[config.mk]
export PLATFORM = sky130hd
export DESIGN_NAME = sssp_relax
export DESIGN_NICKNAME = d
export VERILOG_FILES = /design/src/rtl/sssp_pkg.sv /design/src/rtl/sssp_relax.sv
export SDC_FILE = /design/constraint.sdc
export NUM_CORES = 1
export LEC_CHECK = 0
export ABC_AREA = 1
export BUFFER_PORTS_ARGS = -buffer_cell sky130_fd_sc_hd__buf_2
export CORE_UTILIZATION = 55
export DETAILED_ROUTE_END_ITERATION = 12
export GPL_ROUTABILITY_DRIVEN = 0
export GPL_TIMING_DRIVEN = 0
export PLACE_DENSITY_LB_ADDON = 0.3
export RECOVER_POWER = 25
export SETUP_SLACK_MARGIN = 0.3
export SYNTH_ARGS = -nofsm -noshare
export SYNTH_HDL_FRONTEND = slang
export SYNTH_SLANG_ARGS = --single-unit
[constraint.sdc]
create_clock -name vclk -period 5.6
set_input_delay 0.56 -clock vclk [all_inputs]
set_output_delay 0.56 -clock vclk [all_outputs]
set_load 0.005 [all_outputs]
[src/rtl/sssp_pkg.sv]
`default_nettype none
package sssp_pkg;

  // Build-time defaults for the top-level parameters
  localparam int MAX_VERTICES_DEF = 256;
  localparam int MAX_EDGES_DEF    = 1024;

  // Fixed field widths
  localparam int KIND_W     = 2;
  localparam int VID_W      = 8;
  localparam int DIST_W     = 32;
  localparam int VCOUNT_W   = 9;
  localparam int PASS_OUT_W = 8;
  localparam int CFG_IDX_W  = 1;
  localparam int CFG_DATA_W = 9;

  localparam logic [DIST_W-1:0] DIST_INF = '1;

  // Command codes carried in the kind field
  localparam logic [KIND_W-1:0] KIND_ADD   = 2'd0;
  localparam logic [KIND_W-1:0] KIND_RUN   = 2'd1;
  localparam logic [KIND_W-1:0] KIND_QUERY = 2'd2;
  localparam logic [KIND_W-1:0] KIND_CLEAR = 2'd3;

  // Configuration register indexes
  localparam logic [CFG_IDX_W-1:0] CFG_VERTEX_COUNT = 1'd0;
  localparam logic [CFG_IDX_W-1:0] CFG_ROOT_VERTEX  = 1'd1;

  // Outcome of testing one edge
  typedef struct packed {
    logic              hit;
    logic [DIST_W-1:0] alt;
  } relax_t;

endpackage
`default_nettype wire

[src/rtl/sssp_relax.sv]
`default_nettype none
module sssp_relax (
  input  logic [sssp_pkg::VID_W-1:0]    u,
  input  logic [sssp_pkg::VID_W-1:0]    v,
  input  logic [sssp_pkg::VCOUNT_W-1:0] n,
  input  logic [sssp_pkg::DIST_W-1:0]   du,
  input  logic [sssp_pkg::DIST_W-1:0]   dv,
  input  logic [sssp_pkg::DIST_W-1:0]   w,
  output sssp_pkg::relax_t              res
);
  import sssp_pkg::*;

  logic [DIST_W:0] sum;
  logic            ends_ok;

  // Both endpoints inside the active graph
  assign ends_ok = ({1'b0, u} < n) && ({1'b0, v} < n);

  // Carry out of the add means the path length would pass the 32-bit maximum
  assign sum = {1'b0, du} + {1'b0, w};

  always_comb begin
    res.alt = sum[DIST_W-1:0];
    res.hit = ends_ok && (du != DIST_INF) && !sum[DIST_W] && (sum[DIST_W-1:0] < dv);
  end
endmodule
`default_nettype wire

; ---- After elaboration in Yosys (flattened, before gate mapping)
; Cells that the tools add are included.
[totals]
reg_bits = 0
elab_cells = 10
[classes]
order_cmp = 3
reduce_logical = 5
add_sub_neg = 1
eq_ne = 1
[op_table]
columns = op, count
row1 = 32-bit by 32-bit adder with 33-bit output, 1
row2 = 32-bit < comparator, 1
row3 = "32-bit != test, second input constant", 1
row4 = 8-bit by 9-bit < comparator with 1-bit output, 2
row5 = 1-bit logical AND, 4
row6 = 1-bit zero test, 1

; ---- Logic depth before layout (Yosys ltp)
[logic_depth]
depth_word = 5
depth_mapped = 21

; ---- Worst setup path before layout
; Ideal clock, no wire load.
[synth_timing]
path_kind = input -> output
startpoint = input du[0] in the netlist's numbering
endpoint = output res[32] in the netlist's numbering
cell_stages = 21
path_buffers = 0
setup_slack_ns = 2.252
required_time_ns = 5.040
t_arrival_ns = 2.788
path_cell_list = ha_1 -> fa_1 -> nand2_1 -> nand2_1 -> and2_4 -> nand2_2 -> nand2_2 -> nand2_2 -> nand2_4 -> nand2_4 -> nand2_1 -> nand2_1 -> nand2_1 -> ha_1 -> nand2_1 -> nor2_1 -> nand4_1 -> nor4_1 -> nand2_1 -> nand2_1 -> nor2_1
[synth_lines]
columns = item, line_no
row1 = "start, declared", sssp_relax.sv:6  ; input logic [sssp_pkg::DIST_W-1:0] du,
row2 = "end, declared", sssp_relax.sv:9  ; output sssp_pkg::relax_t res

==> flow_metrics.env <==
export IMPL_startpoint_type="input pin"
export IMPL_register_area_um2=0
export IMPL_ant_nets=0
export IMPL_worstPathMaxFanout=3
export IMPL_die_area_um2=6670
export IMPL_crit_path_end_kind="output port"
export IMPL_dp_hpwl_mm=9.06
export IMPL_synth_most_common_cell="nand2_1"
export IMPL_rsz0062_at_grt="no"
export IMPL_synth_top_area_share_pct=27.6
export IMPL_fin_crit_ps=4110
export IMPL_yosys_area_top_type="ha_1"
export IMPL_timing_final_hold_violations=0
export IMPL_yosysWarnings=0
export IMPL_ys_types=29
export IMPL_die_h_um=81.7
export IMPL_layout_nets=989
export IMPL_antenna_found_initial=0
export IMPL_swShare_pct=58.6
export IMPL_io_pins=154
export IMPL_finalCritPeriodShare_pct=73.4
export IMPL_cap_violations=0
export IMPL_wl_mm=9.85
export IMPL_hp_class="input pin to output port"
export IMPL_viasPerCell=5.08
export IMPL_drive_gt1_share_pct=22.8
export IMPL_cp_required_ps=5040
export IMPL_worstPathArrival_ps=3550
export IMPL_rows=28
export IMPL_multiInputGateArea_um2=3030
export IMPL_portBuffers=154
export IMPL_die_x_um=81.7
export IMPL_grt_max_degree=7
export IMPL_grt_pass1_vias=3958
export IMPL_final_cell_area_um2=4350
export IMPL_fillerInstances=565
export IMPL_finalSetupTns_ps=0
export IMPL_synth_cells=634
export IMPL_postCtsSetupBuffers=0
export IMPL_ys_top_cells_by_area="ha_1 28%, nand2_1 21%, inv_1 13%"
export IMPL_slowest_delay_ps=440
export IMPL_synth_area_um2=3490
export IMPL_nFlopsAndLatches=0
export IMPL_syn_to_final_growth_pct=24.5
export IMPL_firstDrtPassIters=5
export IMPL_vias=4387
export IMPL_post_route_drc_count=0
export IMPL_max_freq_mhz=243
export IMPL_p_comb_share_pct=100.0
export IMPL_setup_viol=0
export IMPL_path_class="input pin to output port"
export IMPL_start_util_pct=58.0
export IMPL_outcome="finished clean"
export IMPL_ctsHoldBuffers=0
export IMPL_clkbuf_count=0
export IMPL_grt_pass1_wl_mm=15.9
export IMPL_cpMostUsedCell="nand2_1"
export IMPL_core_area_um2=6030
export IMPL_p_seq_share_pct=0
export IMPL_powerDensity_nw_per_um2=114
export IMPL_internal_power_mw=0.206
export IMPL_ir_drop_v=0.0000690
export IMPL_worst_pin_slew_ps=309
export IMPL_gr_total_overflow=0
export IMPL_synthTopCellsByCount="194 x nand2_1, 121 x inv_1, 77 x ha_1"
export IMPL_antennaDiodeCount=0
export IMPL_netSwitchingPower_mw=0.291
export IMPL_slowest_stage="fa_1"
export IMPL_p_leak_nw=2.81
export IMPL_synth_seq_area_share_pct=0
export IMPL_drv_slew=0
export IMPL_grtUsageTotal_pct=29.4
export IMPL_max_slew_margin_pct=79.3
export IMPL_wire_per_inst_um=11.4
export IMPL_drt_iter0_markers=201
export IMPL_path_cells="clkbuf_1 -> ha_1 -> fa_1 -> nand2_1 -> nand2_1 -> and2_4 -> nand2_2 -> nand2_2 -> nand2_2 -> nand2_4 -> nand2_4 -> nand2_1 -> nand2_1 -> nand2_1 -> ha_1 -> nand2_1 -> nor2_1 -> nand4_1 -> nor4_1 -> nand2_1 -> nand2_1 -> nor2_1 -> buf_2"
export IMPL_clockPowerShare_pct=0
export IMPL_postSynthAreaPerCell_um2=5.51
export IMPL_syn_nets=833
export IMPL_ctsResizeCount=0
export IMPL_dpl_cell_area_um2=4360
[worst max-delay path, delay by kind of cell]
kind | cells | cell delay [ps]
and+or+nand+nor | 18 | 1780
buffers and inverters | 2 | 210
adders and majority gates | 3 | 980
[layer usage]
metal / vias to the layer above / part of all wire, % / global-route usage [%]
met5: - / 0 / 0
met4: 0 / 1.7 / 3.86
met3: 16 / 5.8 / 0.667
met2: 160 / 49 / 57.6
met1: 1890 / 44 / 36.0
li1: 2321 / - / -
[layout by cell type, fill, tap and decap left out, types with 9 or more instances in the layout]
cell	netlist	routed
xor2_1	17	17
inv_1	121	121
nand4_1	11	11
nand2_2	19	19
o21bai_1	9	9
ha_1	77	77
nor2_1	68	68
a21oi_1	54	54
o21ai_0	13	13
buf_2	0	146
nand3_1	23	23
nand2_1	194	194
[path summary, 6_finish.rpt]
kind	end	slack [ps]	cells after the start	start
worst max-delay path	res[32]	1490	23	du[0]
worst min-delay path	res[0]	1420	3	w[0]
[cell type report]
cell class	instances	share of cell area (%)
inverters	122	10.5
well taps	75	2.16
repair buffers	154	17.5
multi-input cells	512	69.8
[per-stage QoR]
step | worst slack, ps | power (mW) | hold WS, ps | std cells | utilization [%]
after floorplan | 2250 | 0.324 | 1240 | 634 | -
after detailed placement | 1510 | 0.495 | 1430 | 863 | 72.3
after CTS | 1510 | 0.497 | 1430 | 863 | 72.3
after global routing | 1350 | 0.567 | 1450 | 863 | 72.2
after global placement | 1620 | 0.476 | 1420 | 863 | 72.3
final | 1490 | 0.498 | 1420 | 863 | 72.2
[cell families (layout without fill, tap and decap cells)]
| kind of cell | after synthesis | count (layout) | share of synthesized area (%) |
|---|---|---|---|
| simple gates | 335 | 335 | 41.2 |
| fa+ha+maj | 78 | 78 | 28.2 |
| compound gates | 80 | 80 | 12.3 |
| xor+xnor | 19 | 19 | 5.20 |
| buf+inv | 122 | 276 | 13.1 |
[power by group through the flow]
stage	clock network [mW]	logic, mW	registers (mW)
after floorplan	0	0.324	0
after global placement	0	0.476	0
after detailed placement	0	0.495	0
after CTS	0	0.497	0
after global routing	0	0.567	0
final	0	0.498	0
No activity file was read; power rests on OpenSTA's default activity.
